`src/hdl/ssm_pkg.sv`:
```
// Package: shared constants, types and helpers for the star segment pixel mirror.
`default_nettype none
package ssm_pkg;
  localparam int PIXEL_BITS  = 16;
  localparam int FIELD_BITS  = 16;
  localparam int SEGMENTS    = 7;
  localparam int CFG_DATA_W  = 64;
  localparam int CFG_HIGH_W  = 48;
  localparam int CFG_INDEX_W = 2;
  localparam int LEN_W       = PIXEL_BITS + 1;
  localparam int NUM_W       = PIXEL_BITS + 2;
  localparam int PROD_W      = LEN_W + NUM_W;
  localparam int DVD_W       = PROD_W;
  localparam int DVS_W       = PIXEL_BITS + 1;
  localparam int UNIT_LAT    = DVD_W + 3;
  localparam int TOTAL_LAT   = DVD_W + 5;
  localparam int QUEUE_DEPTH = 2;
  localparam int QPTR_W      = 1;
  localparam int QCNT_W      = 2;
  localparam int SEG_W       = 3;

  typedef logic [PIXEL_BITS-1:0] pix_t;
  typedef logic [SEG_W-1:0] seg_idx_t;

  typedef enum logic [CFG_INDEX_W-1:0] {
    REG_START_LOW  = 2'd0,
    REG_START_HIGH = 2'd1,
    REG_END_LOW    = 2'd2,
    REG_END_HIGH   = 2'd3
  } cfg_reg_t;

  typedef struct packed {
    pix_t                     start;
    logic signed [LEN_W-1:0]  len;
    logic signed [NUM_W-1:0]  num;
    logic signed [LEN_W-1:0]  den;
  } mirror_job_t;

  typedef struct packed {
    logic flip_ok;
    logic rot_req;
  } mirror_flags_t;

  typedef struct packed {
    mirror_flags_t flags;
    mirror_job_t   flip;
    mirror_job_t   rot;
  } queue_entry_t;

  // x below 28
  function automatic seg_idx_t mod7(input logic [4:0] x);
    logic [4:0] v;
    v = x;
    for (int i = 0; i < 3; i++) begin
      if (v >= 5'(SEGMENTS)) v = v - 5'(SEGMENTS);
    end
    return v[SEG_W-1:0];
  endfunction
endpackage
`default_nettype wire

```
`src/hdl/ssm_queue.sv`:
```
// Short queue between front end and back end.
`default_nettype none
module ssm_queue import ssm_pkg::*; (
  input  wire logic         clk,
  input  wire logic         rst_n,
  input  wire logic         push,
  input  wire queue_entry_t din,
  output      logic         dout_vld,
  output      queue_entry_t dout,
  output      logic         full
);
  queue_entry_t      mem_r [QUEUE_DEPTH];
  logic [QPTR_W-1:0] wr_ptr_r, rd_ptr_r;
  logic [QCNT_W-1:0] cnt_r;
  logic              pop, do_push;

  assign dout_vld = (cnt_r != '0);
  assign pop      = dout_vld;
  assign full     = (cnt_r == QCNT_W'(QUEUE_DEPTH));
  assign do_push  = push && !full;
  assign dout     = mem_r[rd_ptr_r];

  always_ff @(posedge clk) begin
    if (!rst_n) begin
      wr_ptr_r <= '0;
      rd_ptr_r <= '0;
      cnt_r    <= '0;
    end else begin
      if (do_push) wr_ptr_r <= wr_ptr_r + 1'b1;
      if (pop)     rd_ptr_r <= rd_ptr_r + 1'b1;
      cnt_r <= cnt_r + QCNT_W'(do_push) - QCNT_W'(pop);
    end
  end

  always_ff @(posedge clk) begin
    if (do_push) mem_r[wr_ptr_r] <= din;
  end
endmodule
`default_nettype wire

```
`config.mk`:
```
export PLATFORM = sky130hd
export DESIGN_NAME = ssm_queue
export DESIGN_NICKNAME = d
export VERILOG_FILES = /design/src/hdl/ssm_pkg.sv /design/src/hdl/ssm_queue.sv
export SDC_FILE = /design/constraint.sdc
export NUM_CORES = 1
export LEC_CHECK = 0
export BUFFER_PORTS_ARGS = -buffer_cell sky130_fd_sc_hd__buf_2
export CAP_MARGIN = 20
export CORE_ASPECT_RATIO = 0.75
export CORE_UTILIZATION = 45
export CTS_BUF_LIST = sky130_fd_sc_hd__clkbuf_8
export CTS_CLUSTER_DIAMETER = 40
export DETAILED_ROUTE_END_ITERATION = 6
export PLACE_DENSITY = 0.7
export SLEW_MARGIN = 40
export SYNTH_ARGS = -nofsm -noshare
export SYNTH_HDL_FRONTEND = slang
export SYNTH_SLANG_ARGS = --single-unit
```
`constraint.sdc`:
```
create_clock -name clk -period 15.55 [get_ports clk]
set_input_delay 2.3325 -clock clk [delete_from_list [all_inputs] [get_ports clk]]
set_output_delay 2.3325 -clock clk [all_outputs]
set_load 0.1 [all_outputs]
```
==> impl_metrics.csv <==
group,metric,value,unit
timing,finalSetupViolCount,0,
layout,layout_commonest_cell,"buf_2",
job,maxCapViolCount,0,
routing,first_pass_iters,4,
grt,track_usage,16.31,%
synth,yosys_warnings,0,
run_status,status,"finished, final reports clean",
critical_path,worst_ep_required_time,13.22,ns
routing,viasPerCell,4.824,
synth,synth_area,0.01019,mm^2
power_and_ir_drop,leakage,4.805,nW
critical_path,cp_top_family,"buffers and inverters",
synth,syn_nets,590,
grt,antenna_found_initial,0,
layout,fin_util,57.31,%
floorplan,die_y,132.3,um
clock_tree,cts_tree,"yes",
layout,drive_gt1_share,59.88,%
grt,overflow,0,
critical_path,startpoint_type,"register",
clock_tree,htreeDepth,2,
synth,synth.distinct_cells,14,
placed_design,gp_congestion,0.7503,
placed_design,dpl.hpwl,12510,um
clock_tree,clkTransAtPathRegs,0.06,ns
power_and_ir_drop,p_switching,582.8,uW
synth,synth_area_leaders,"edfxtp_1 81%, mux2_2 15%, buf_6 1.5%",
timing,setup_tns,0,ns
placed_design,port_buffers,280,
critical_path,cp_max_fo,81,
floorplan,ioPinCount,281,
synth,yosysTopAreaCellShare,81.33,%
timing,rsz0062_at_grt,"false",
synth,ys_seq_area_share,82.31,%
clock_tree,cts_resized,0,
timing,period_share,33.70,%
grt,first_global_vias,5698,
worst_hold_path,hp-class,"reg -> reg",
floorplan,start_util,46.09,%
critical_path,worst-path-buf-inv,2,
clock_tree,clock_sinks,281,
critical_path,crit_type,"reg -> out",
timing,period_needed,5.240,ns
routing,drt_iter0_markers,269,
grt,grt_max_degree,82,
layout,most-common-layout-cells,"280 x buf_2, 276 x edfxtp_1, 138 x mux2_2",
floorplan,core_area,0.02211,mm^2
critical_path,worst_path_max_delay_cell,"dfxtp_4",
power_and_ir_drop,combPwrFrac,20.4,%
routing,wl_per_cell,17.54,um
clock_tree,clkLatencyLatePin,0.53,ns
critical_path,slowest_delay,0.82,ns
power_and_ir_drop,p_clk_share,30.4,%
timing,report.final.slew_viol_count,0,
power_and_ir_drop,switching_share,32.06,%
synth,synth-seq-cells,281,
floorplan,die_area,0.02326,mm^2
power_and_ir_drop,peakVddDrop,0.09811,mV
synth,synth_area_leader_cell,"edfxtp_1",
clock_tree,clockBufferDepth,3,
clock_tree,postCtsSetupRepairBufs,0,
timing,fmax,0.1908,GHz
clock_tree,cts_made_buffers,44,
power_and_ir_drop,power.density,143.5,mW/mm^2
routing,ant_nets,0,
layout,area_growth,24.35,%
critical_path,worst_ep_arrival_time,2.91,ns
clock_tree,cts_root_buffer,"clkbuf_8",
synth,syn_inst,449,
routing,wirelength,19190,um
power_and_ir_drop,pwr-share-seq,49.2,%
grt,grt_pass1_wl,29160,um
floorplan,die_w,175.8,um
timing,worst_pin_slew,0.8036,ns
timing,final_hold_viol_count,0,
timing,finClkSkew,0.01166,ns
layout,fill_cells,1710,
synth,syn_area_per_cell,22.70,um^2
layout,num_antenna_cells,0,
critical_path,worst_r2r_startpoint,"cnt_r[0]",
critical_path,path_cells,"buf_6, mux2_2, buf_2",
clock_tree,holdBufCountCts,0,
critical_path,end_kind,"output pin",
floorplan,rows,47,
power_and_ir_drop,internal_power,1.235,mW
routing,vias,5278,
timing,slew_headroom,46.43,%
worst_hold_path,hp-start,"cnt_r[1]",
layout,nets,906,
routing,drc,0,
## worst register-to-register path, stage by stage, from the launching register on
cell and delay (ns):
dfxtp_1 0.35, nand2b_1 0.16, and3_4 0.38, buf_12 0.29, buf_6 0.60
## through the flow
step	setup WS [ns]	power, mW	instance area, um^2	hold slack (ns)	std cells
2_1_floorplan	6.776	1.224	10190	0.4549	449
3_3_place_gp	10.56	1.276	11840	0.4913	1012
3_5_place_dp	10.82	1.282	11860	0.5090	1012
4_1_cts	10.23	1.841	12650	0.5174	1093
5_1_grt	10.15	1.881	12670	0.5518	1094
6_report	10.31	1.818	12670	0.5191	1094
## path summary, 6_finish.rpt
check | endpoint | slack [ns] | depth (start not counted)
max | dout[59] | 10.31 | 3
min | cnt_r[1] | 0.52 | 1
max reg2reg | mem_r[1][59] | 13.28 | 4
min reg2reg | cnt_r[1] | 0.52 | 1
## routing by layer
metal | track usage (%) | vias to the layer above | routed length, um
met5 | 0 | - | 0
met4 | 6.329 | 0 | 412
met3 | 5.594 | 36 | 1779
met2 | 27.21 | 235 | 9387
met1 | 19.47 | 2573 | 7606
li1 | - | 2434 | -
## layout make-up
| cell class | count | area (um^2) | area share (%) |
|---|---|---|---|
| clock buffers | 45 | 619.3 | 4.887 |
| clock inverters | 36 | 177.7 | 1.402 |
| inverters | 1 | 3.754 | 0.02962 |
| multi-input cells | 152 | 1649 | 13.01 |
| flip-flops and latches | 281 | 8392 | 66.22 |
| well taps | 294 | 367.9 | 2.903 |
| repair buffers | 285 | 1463 | 11.54 |
## cells by family after synthesis
group | count (synthesis) | synth area share, %
flops | 281 | 82.31
mux | 139 | 15.35
buf+inv | 16 | 1.633
simple gates | 12 | 0.6384
compound gates | 1 | 0.07369
## sequential cells by signal (all words and copies together), names as in the netlist, named ones only
name	cells
cnt_r	2
mem_r	276
rd_ptr_r	1
wr_ptr_r	1
## cells in the mapped netlist
master / count
edfxtp_1: 276
mux2_2: 138
buf_6: 14
dfxtp_1: 5
and3_1: 4
nand2_1: 3
nand2b_1: 2
buf_2: 1
inv_1: 1
mux2i_1: 1
nor2_1: 1
o21a_1: 1
or2_2: 1
or3_1: 1
## power groups by stage
stage / clock network (mW) / logic [mW] / registers (mW)
detailed placement: 0 / 0.372 / 0.911
global placement: 0 / 0.368 / 0.908
CTS: 0.573 / 0.373 / 0.895
finish: 0.553 / 0.371 / 0.894
global route: 0.601 / 0.382 / 0.898
floorplan: 0 / 0.314 / 0.910
Power figures use the tool's default switching activity.
