## config.mk

```make
export PLATFORM = sky130hd
export DESIGN_NAME = ssm_front
export DESIGN_NICKNAME = d
export VERILOG_FILES = /design/src/hdl/ssm_pkg.sv /design/src/hdl/ssm_front.sv
export SDC_FILE = /design/constraint.sdc
export NUM_CORES = 1
export LEC_CHECK = 0
export BUFFER_PORTS_ARGS = -buffer_cell sky130_fd_sc_hd__buf_2
export CAP_MARGIN = 30
export CORE_MARGIN = 2
export CORE_UTILIZATION = 50
export CTS_CLUSTER_DIAMETER = 60
export DETAILED_ROUTE_END_ITERATION = 12
export PLACE_DENSITY = 0.69
export SLEW_MARGIN = 30
export SYNTH_ARGS = -nofsm -noshare
export SYNTH_HDL_FRONTEND = slang
export SYNTH_SLANG_ARGS = --single-unit
```

## constraint.sdc

```tcl
create_clock -name clk -period 13.24 [get_ports clk]
set_input_delay 0.662 -clock clk [delete_from_list [all_inputs] [get_ports clk]]
set_output_delay 0.662 -clock clk [all_outputs]
set_load 0.01 [all_outputs]
```

## src/hdl/ssm_pkg.sv

```systemverilog
// Package: shared constants, types and helpers for the star segment pixel mirror.
`default_nettype none
package ssm_pkg;
  localparam int PIXEL_BITS  = 16;
  localparam int FIELD_BITS  = 16;
  localparam int SEGMENTS    = 7;
  localparam int CFG_DATA_W  = 64;
  localparam int CFG_HIGH_W  = 48;
  localparam int CFG_INDEX_W = 2;
  localparam int LEN_W       = PIXEL_BITS + 1;
  localparam int NUM_W       = PIXEL_BITS + 2;
  localparam int PROD_W      = LEN_W + NUM_W;
  localparam int DVD_W       = PROD_W;
  localparam int DVS_W       = PIXEL_BITS + 1;
  localparam int UNIT_LAT    = DVD_W + 3;
  localparam int TOTAL_LAT   = DVD_W + 5;
  localparam int QUEUE_DEPTH = 2;
  localparam int QPTR_W      = 1;
  localparam int QCNT_W      = 2;
  localparam int SEG_W       = 3;

  typedef logic [PIXEL_BITS-1:0] pix_t;
  typedef logic [SEG_W-1:0] seg_idx_t;

  typedef enum logic [CFG_INDEX_W-1:0] {
    REG_START_LOW  = 2'd0,
    REG_START_HIGH = 2'd1,
    REG_END_LOW    = 2'd2,
    REG_END_HIGH   = 2'd3
  } cfg_reg_t;

  typedef struct packed {
    pix_t                     start;
    logic signed [LEN_W-1:0]  len;
    logic signed [NUM_W-1:0]  num;
    logic signed [LEN_W-1:0]  den;
  } mirror_job_t;

  typedef struct packed {
    logic flip_ok;
    logic rot_req;
  } mirror_flags_t;

  typedef struct packed {
    mirror_flags_t flags;
    mirror_job_t   flip;
    mirror_job_t   rot;
  } queue_entry_t;

  // x below 28
  function automatic seg_idx_t mod7(input logic [4:0] x);
    logic [4:0] v;
    v = x;
    for (int i = 0; i < 3; i++) begin
      if (v >= 5'(SEGMENTS)) v = v - 5'(SEGMENTS);
    end
    return v[SEG_W-1:0];
  endfunction
endpackage
`default_nettype wire

```

## src/hdl/ssm_front.sv

```systemverilog
// Front end: config registers, segment match and mirror job setup.
`default_nettype none
module ssm_front import ssm_pkg::*; (
  input  wire logic                   clk,
  input  wire logic                   rst_n,
  input  wire logic                   accept,
  input  wire logic [PIXEL_BITS-1:0]  in_pixel,
  input  wire logic                   in_flip_requested,
  input  wire logic [7:0]             in_emitter_id,
  input  wire logic                   in_rotate_requested,
  input  wire logic                   cfg_wr,
  input  wire logic [CFG_INDEX_W-1:0] cfg_index,
  input  wire logic [CFG_DATA_W-1:0]  cfg_data,
  output      logic                   entry_vld,
  output      queue_entry_t           entry
);
  logic [CFG_DATA_W-1:0] start_lo_r, end_lo_r;
  logic [CFG_HIGH_W-1:0] start_hi_r, end_hi_r;
  logic                  vld_r;
  queue_entry_t          entry_r, entry_nxt;

  function automatic pix_t seg_field(input logic [CFG_DATA_W-1:0] lo,
                                     input logic [CFG_HIGH_W-1:0] hi,
                                     input int s);
    logic [FIELD_BITS-1:0] f;
    if (s < 4) f = lo[FIELD_BITS*s +: FIELD_BITS];
    else       f = hi[FIELD_BITS*(s-4) +: FIELD_BITS];
    return f[PIXEL_BITS-1:0];
  endfunction

  always_ff @(posedge clk) begin
    if (!rst_n) begin
      start_lo_r <= '0;
      start_hi_r <= '0;
      end_lo_r   <= '0;
      end_hi_r   <= '0;
    end else if (cfg_wr) begin
      unique case (cfg_reg_t'(cfg_index))
        REG_START_LOW:  start_lo_r <= cfg_data;
        REG_START_HIGH: start_hi_r <= cfg_data[CFG_HIGH_W-1:0];
        REG_END_LOW:    end_lo_r   <= cfg_data;
        REG_END_HIGH:   end_hi_r   <= cfg_data[CFG_HIGH_W-1:0];
      endcase
    end
  end

  pix_t                    seg_s [SEGMENTS];
  pix_t                    seg_e [SEGMENTS];
  seg_idx_t                p, mf, mr;
  logic signed [NUM_W-1:0] num;
  logic signed [LEN_W-1:0] den;
  logic                    den_zero;
  logic [6:0]              eidx;

  always_comb begin
    for (int s = 0; s < SEGMENTS; s++) begin
      seg_s[s] = seg_field(start_lo_r, start_hi_r, s);
      seg_e[s] = seg_field(end_lo_r, end_hi_r, s);
    end
    p = '0;
    for (int s = 0; s < SEGMENTS; s++) begin
      if (in_pixel >= seg_s[s] && in_pixel <= seg_e[s]) p = SEG_W'(s);
    end
    num      = NUM_W'({2'b00, in_pixel}) - NUM_W'({2'b00, seg_s[p]});
    den      = LEN_W'({1'b0, seg_e[p]}) - LEN_W'({1'b0, seg_s[p]});
    den_zero = (den == '0);
    eidx     = in_emitter_id[7:1];
    mf       = mod7(5'({1'b0, eidx[2:0], 1'b0}) + 5'd11 - 5'({2'b00, p}));
    mr       = mod7(5'({2'b00, p}) + 5'd4);

    entry_nxt.flags.flip_ok = in_flip_requested && (eidx < 7'(SEGMENTS));
    entry_nxt.flags.rot_req = in_rotate_requested;
    entry_nxt.flip.start = seg_s[mf];
    entry_nxt.flip.len   = LEN_W'({1'b0, seg_e[mf]}) - LEN_W'({1'b0, seg_s[mf]});
    entry_nxt.flip.num   = den_zero ? NUM_W'(1) : (NUM_W'(den) - num);
    entry_nxt.flip.den   = den_zero ? LEN_W'(1) : den;
    entry_nxt.rot.start  = seg_s[mr];
    entry_nxt.rot.len    = LEN_W'({1'b0, seg_e[mr]}) - LEN_W'({1'b0, seg_s[mr]});
    entry_nxt.rot.num    = den_zero ? '0 : num;
    entry_nxt.rot.den    = den_zero ? LEN_W'(1) : den;
  end

  always_ff @(posedge clk) begin
    if (!rst_n) vld_r <= 1'b0;
    else        vld_r <= accept;
  end

  always_ff @(posedge clk) begin
    if (accept) entry_r <= entry_nxt;
  end

  assign entry_vld = vld_r;
  assign entry     = entry_r;
endmodule
`default_nettype wire

```

==> results of run 1 <==
-- cell families after synthesis --
| logic type | after synthesis | share of synthesized area [%] |
|---|---|---|
| compound gates | 1086 | 27.67 |
| flops | 345 | 29.78 |
| mux | 97 | 3.649 |
| xor+xnor | 52 | 1.673 |
| simple gates | 1076 | 16.63 |
| fa+ha+maj | 290 | 13.49 |
| buf+inv | 475 | 7.105 |
-- final timing paths --
kind,from,to
worst max register to register,end_lo_r[63],entry[118]
worst min register to register,start_lo_r[35],start_lo_r[35]
worst min-delay path,in_rotate_requested,entry[136]
worst max-delay path,end_lo_r[63],entry[118]
-- registers in the layout (all words and copies together), names as in the netlist --
name	flops
entry	120
start_hi_r	48
start_lo_r	64
end_hi_r	48
end_lo_r	64
entry_vld	1
-- through the flow --
stage,instance area [um2],cells
final,30520,4303
after global placement,29040,4220
after detailed placement,29040,4220
after global routing,30520,4303
after floorplan,27220,3421
after CTS,30430,4295
-- area by class of cell --
cell class / instances / area, um2
antenna: 5 / 12.51
fill: 5158 / 23290
timing repair buffer: 318 / 1878
clock buffer: 58 / 1245
clock inverter: 17 / 138.9
multi-input combinational: 2601 / 17280
sequential: 345 / 8108
inverter: 263 / 987.2
tap: 696 / 870.8
-- per-layer routing --
metal  track usage [%]  up-vias  share of wire (%)
met5                 0        -              0.031
met4             18.24        6                4.9
met3             14.02      268                 14
met2             58.38     1752                 40
met1             58.17    12980                 41
li1                  -    12585                  -
-- layout by cell type, fill, tap and decap left out, drive strengths merged, types with 40 or more instances in the layout --
cell    count
clkbuf     58
a221oi     72
a21boi    242
o211ai     52
nand2     680
nor3       40
dfxtp     225
o21ai     173
buf       318
nor2      186
a21oi     212
edfxtp    120
inv       268
ha        284
mux2i      79
-- worst max-delay path: cells and delay by family (launching register included) --
kind	cells	cell delay, ns
AOI/OAI and AO/OA	23	5.80
adders and majority gates	7	2.10
buffers and inverters	7	0.93
DFF	1	0.55
and+or+nand+nor	12	2.65
==> load_flow_metrics.sql, run 1 <==
INSERT INTO impl_metrics (metric_group, metric, value, unit) VALUES
('drt', 'vias', '27591', ''),
('global_route', 'grt_overflow_total', '0', ''),
('drt', 'routed_wl', '120.4', 'mm'),
('outcome', 'status', 'completed', ''),
('synthesis', 'postSynthCellCount', '3421', ''),
('synthesis', 'synth_most_common_cell', 'sky130_fd_sc_hd__nand2_1', ''),
('critical_path', 'critical_path.startpoint_type', 'register', ''),
('synthesis', 'synth_top_cells_by_count', 'sky130_fd_sc_hd__nand2_1 (679), sky130_fd_sc_hd__ha_1 (284), sky130_fd_sc_hd__inv_1 (259), sky130_fd_sc_hd__a21boi_0 (239), sky130_fd_sc_hd__dfxtp_1 (225)', ''),
('placed_design', 'number_of_port_buffers', '233', ''),
('drt', 'router_iterations_before_antenna_repair', '6', ''),
('synthesis', 'synth_edf_count', '120', ''),
('sta', 'final.hold.worst_slack', '0.2533', 'ns'),
('critical_path', 'worst-endpoint-required', '13.56', 'ns'),
('final_layout', 'fin_util', '56.71', '%'),
('critical_path', 'cpPeakStageDelay', '0.81', 'ns'),
('synthesis', 'synth.lib_cells_used.distinct', '85', ''),
('sta', 'timing.slew.headroom', '26.79', '%'),
('placed_design', 'place.detailed.hpwl', '92.93', 'mm'),
('final_layout', 'nets', '3956', ''),
('synthesis', 'synth-main-ff-cell', 'sky130_fd_sc_hd__dfxtp_1', ''),
('critical_path', 'path_class', 'register to register', ''),
('clock_tree', 'worst_skew_pair_latency', '0.59', 'ns'),
('sta', 'period_share', '93.29', '%'),
('synthesis', 'netlist.area_leader.share', '16.54', '%'),
('floorplan', 'core.rowCount', '85', ''),
('floorplan', 'design.portCount', '235', ''),
('critical_path', 'worst-r2r-cell-count', '49', ''),
('sta', 'slew_viol_final', '0', ''),
('clock_tree', 'post_cts.repair.setup_buffers', '0', ''),
('drt', 'drt_iter0_markers', '3733', ''),
('global_route', 'grt_util_all_layers', '41.79', '%'),
('clock_tree', 'post_cts.resized_instances', '0', ''),
('synthesis', 'synthArstFlopShare', '0', '%'),
('critical_path', 'critPathMostFrequentCell', 'sky130_fd_sc_hd__o21ai_0', ''),
('synthesis', 'yosys.area.top_type', 'sky130_fd_sc_hd__dfxtp_1', ''),
('placed_design', 'place_ws', '0.7504', 'ns'),
('drt', 'avgRoutedWirePerCell', '27.98', 'um'),
('sta', 'min_tclk_post_route', '12.35', 'ns'),
('sta', 'fmax', '80.96', 'MHz'),
('critical_path', 'timing.critical_path.slowest_stage_cell', 'sky130_fd_sc_hd__o221ai_1', ''),
('synthesis', 'synth_area_leaders', 'sky130_fd_sc_hd__dfxtp_1 (17%), sky130_fd_sc_hd__edfxtp_1 (13%), sky130_fd_sc_hd__ha_1 (13%), sky130_fd_sc_hd__nand2_1 (9.4%), sky130_fd_sc_hd__a21boi_0 (6.6%)', ''),
('clock_tree', 'cts_made_buffers', '41', ''),
('critical_path', 'path_max_fanout', '9', ''),
('min_path', 'hold_depth', '1', ''),
('clock_tree', 'clock_sink_count', '345', ''),
('min_path', 'hold_path.class', 'input port to register', ''),
('global_route', 'grt_pass1_vias', '24859', ''),
('synthesis', 'total_of_warnings_raised_by_yosys', '0', ''),
('sta', 'timing.final.setup_violations', '0', ''),
('global_route', 'maximum_number_of_pins_on_one_net_before_global_route_repair', '126', ''),
('clock_tree', 'cts.root.buffer_cell', 'sky130_fd_sc_hd__clkbuf_16', ''),
('clock_tree', 'htreeDepth', '2', ''),
('final_layout', 'syn2layout_area_growth', '12.10', '%'),
('clock_tree', 'holdBufCountCts', '0', ''),
('synthesis', 'synth-seq-cells', '345', ''),
('critical_path', 'r2r_slack', '0.89', 'ns'),
('drt', 'drc', '0', ''),
('sta', 'post-route-worst-setup-slack', '0.8885', 'ns'),
('sta', 'skew', '0.03124', 'ns'),
('global_route', 'grt_first_pass_wirelength', '172.2', 'mm'),
('floorplan', 'die-area', '56330', 'um2'),
('clock_tree', 'clockBufferDepth', '3', ''),
('run', 'drv_cap', '0', ''),
('synthesis', 'syn_area_per_cell', '7.958', 'um2'),
('sta', 'finalHoldViolCount', '0', ''),
('floorplan', 'coreArea', '53810', 'um2'),
('synthesis', 'synth.net_count', '3807', ''),
('floorplan', 'die-width', '237.3', 'um'),
('final_layout', 'final_layout_size_suffix_gt1_share', '12.35', '%'),
('clock_tree', 'clkTransAtPathRegs', '0.06', 'ns'),
('global_route', 'number_of_antenna_violations_at_the_first_check_in_global_routing', '10', '');
Power of run 1 is left out: the tool's default activity adds up to more than one toggle a clock period on the data nets, which glitch-free logic cannot reach.
==> run 2, diff against run 1 <==
- clock period: 13.24 -> 15.18 ns (I/O delays scaled with it)
==> run 2 against run 1 <==
Compared with the run above:
- clock-buffer cell count unchanged
- first-iteration DRC count increased by 5.6%
- worst setup slack improved by 0.91 ns
- critical path depth decreased by 2
- critical endpoint unchanged
==> load_flow_metrics.sql, run 2 (synthesis results as in run 1) <==
INSERT INTO impl_metrics (metric_group, metric, value, unit) VALUES
('outcome', 'status', 'completed', ''),
('sta', 'slew_viol_final', '0', ''),
('drt', 'routed-wl-met3', '16.50', 'mm'),
('clock_tree', 'clkTransAtPathRegs', '0.06', 'ns'),
('drt', 'router_iterations_before_antenna_repair', '7', ''),
('critical_path', 'timing.critical_path.slowest_stage_cell', 'sky130_fd_sc_hd__fa_1', ''),
('run', 'drv_cap', '0', ''),
('drt', 'wl_met1', '48.88', 'mm'),
('critical_path', 'worst-path-buf-inv', '6', ''),
('floorplan', 'coreArea', '53810', 'um2'),
('critical_path', 'critPathCaptureType', 'register', ''),
('floorplan', 'core.rowCount', '85', ''),
('clock_tree', 'tritoncts', 'done', ''),
('drt', 'drc', '0', ''),
('placed_design', 'place.detailed.hpwl', '91.49', 'mm'),
('sta', 'min_tclk_post_route', '13.38', 'ns'),
('floorplan', 'die-width', '237.3', 'um'),
('final_layout', 'syn2layout_area_growth', '10.98', '%'),
('clock_tree', 'post_cts.repair.setup_buffers', '0', ''),
('clock_tree', 'holdBufCountCts', '0', ''),
('global_route', 'grt_first_pass_wirelength', '168.9', 'mm'),
('sta', 'period_share', '88.13', '%'),
('drt', 'via_per_inst', '6.435', ''),
('final_layout', 'nets', '3933', ''),
('final_layout', 'final_layout_size_suffix_gt1_share', '11.74', '%'),
('sta', 'timing.slew.headroom', '29.06', '%'),
('min_path', 'hold_path.class', 'input port to register', ''),
('global_route', 'number_of_antenna_violations_at_the_first_check_in_global_routing', '7', ''),
('clock_tree', 'post_cts.resized_instances', '0', ''),
('clock_tree', 'worst_skew_pair_latency', '0.59', 'ns'),
('final_layout', 'layout.cells.most_common', 'sky130_fd_sc_hd__nand2_1', ''),
('sta', 'finalHoldViolCount', '0', ''),
('final_layout', 'mostFrequentLayoutCells', 'sky130_fd_sc_hd__nand2_1 (679), sky130_fd_sc_hd__ha_1 (284), sky130_fd_sc_hd__inv_1 (259), sky130_fd_sc_hd__a21boi_0 (239), sky130_fd_sc_hd__buf_2 (232)', ''),
('global_route', 'grt_overflow_total', '0', ''),
('sta', 'fmax', '74.75', 'MHz'),
('drt', 'routed.top_layer', 'met5', ''),
('sta', 'timing.setup.tns', '0', 'ns'),
('clock_tree', 'htreeDepth', '2', ''),
('global_route', 'grt_pass1_vias', '24847', ''),
('floorplan', 'initial_utilization', '50.59', '%'),
('clock_tree', 'cts.root.buffer_cell', 'sky130_fd_sc_hd__clkbuf_16', ''),
('critical_path', 'worst_ep_arrival_time', '13.75', 'ns'),
('drt', 'routed_wl', '118.5', 'mm'),
('clock_tree', 'cts_made_buffers', '42', ''),
('placed_design', 'gpl.final_weighted_congestion', '1.054', ''),
('global_route', 'maximum_number_of_pins_on_one_net_before_global_route_repair', '137', ''),
('critical_path', 'path_class', 'input port to register', ''),
('floorplan', 'die_h', '237.3', 'um'),
('final_layout', 'flip_flop_count_of_the_largest_register_all_copies_and_words_added', '120', ''),
('sta', 'timing.final.setup_violations', '0', ''),
('clock_tree', 'clockBufferDepth', '3', ''),
('global_route', 'grt_util_all_layers', '40.96', '%'),
('sta', 'max_slew.worst_pin.slew', '1.057', 'ns'),
('critical_path', 'path_max_fanout', '31', ''),
('critical_path', 'cpPeakStageDelay', '0.80', 'ns'),
('final_layout', 'n_fill_cell', '5240', ''),
('critical_path', 'critical_path.startpoint_type', 'input port', ''),
('drt', 'avgRoutedWirePerCell', '27.69', 'um'),
('placed_design', 'number_of_port_buffers', '233', ''),
('drt', 'drt_iter0_markers', '3942', ''),
('clock_tree', 'clock_sink_count', '345', ''),
('floorplan', 'die-area', '56330', 'um2'),
('sta', 'skew', '0.01487', 'ns'),
('critical_path', 'critPathMostFrequentCell', 'sky130_fd_sc_hd__o21ai_0', ''),
('floorplan', 'design.portCount', '235', ''),
('drt', 'vias', '27541', ''),
('drt', 'antenna_violating_nets_post_route', '0', ''),
('sta', 'rsz0062_at_grt', 'false', ''),
('drt', 'route.met2.wl', '47.03', 'mm'),
('critical_path', 'crit_family', 'compound AO/OA/AOI/OAI gates', ''),
('critical_path', 'worst-endpoint-required', '15.56', 'ns');
[run 2: cell count changes in the layout (fill, tap and decap cells not counted), moves of 3 or more]
cell / previous run / this run
sky130_fd_sc_hd__buf_4: 82 / 61
sky130_fd_sc_hd__clkbuf_1: 6 / 11
sky130_fd_sc_hd__clkbuf_8: 7 / 3
sky130_fd_sc_hd__inv_6: 3 / 7
sky130_fd_sc_hd__inv_8: 3 / 0
[run 2: through the flow]
step                      cells  util [%]  hold slack, ns  setup slack [ns]  area [um2]
after detailed placement   4198     53.64          0.4612             1.762       28870
after floorplan            3421         -          0.4435             4.131       27220
after CTS                  4274     56.09          0.3373             2.342       30180
after global placement     4198     53.63          0.4529             1.818       28860
final                      4280     56.15          0.3546             1.802       30220
after global routing       4280     56.15          0.3580             1.246       30220
[run 2: path summary, 6_finish.rpt]
path	startpoint	to	slack (ns)	depth (start not counted)
worst max-delay path	in_pixel[0]	entry[118]	1.80	47
worst min-delay path	in_rotate_requested	entry[136]	0.35	1
worst max register to register	start_hi_r[21]	entry[118]	1.84	46
worst min register to register	start_lo_r[33]	start_lo_r[33]	0.47	2
[run 2: routing by layer]
metal  up-vias  global-route usage (%)
li1      12550                       -
met1     12950                   57.40
met2      1757                   57.23
met3       280                   12.68
met4         4                   18.64
met5         -                       0
[run 2: final cells by class]
class / instances / area, um2 / share of cell area [%]
sequential: 345 / 8108 / 26.83
timing repair buffer: 294 / 1630 / 5.396
clock inverter: 18 / 132.6 / 0.4389
clock buffer: 58 / 1184 / 3.917
tap: 696 / 870.8 / 2.882
multi-input combinational: 2601 / 17290 / 57.22
antenna: 5 / 12.51 / 0.04141
inverter: 263 / 987.2 / 3.267
Power of run 2 is left out for the same reason.
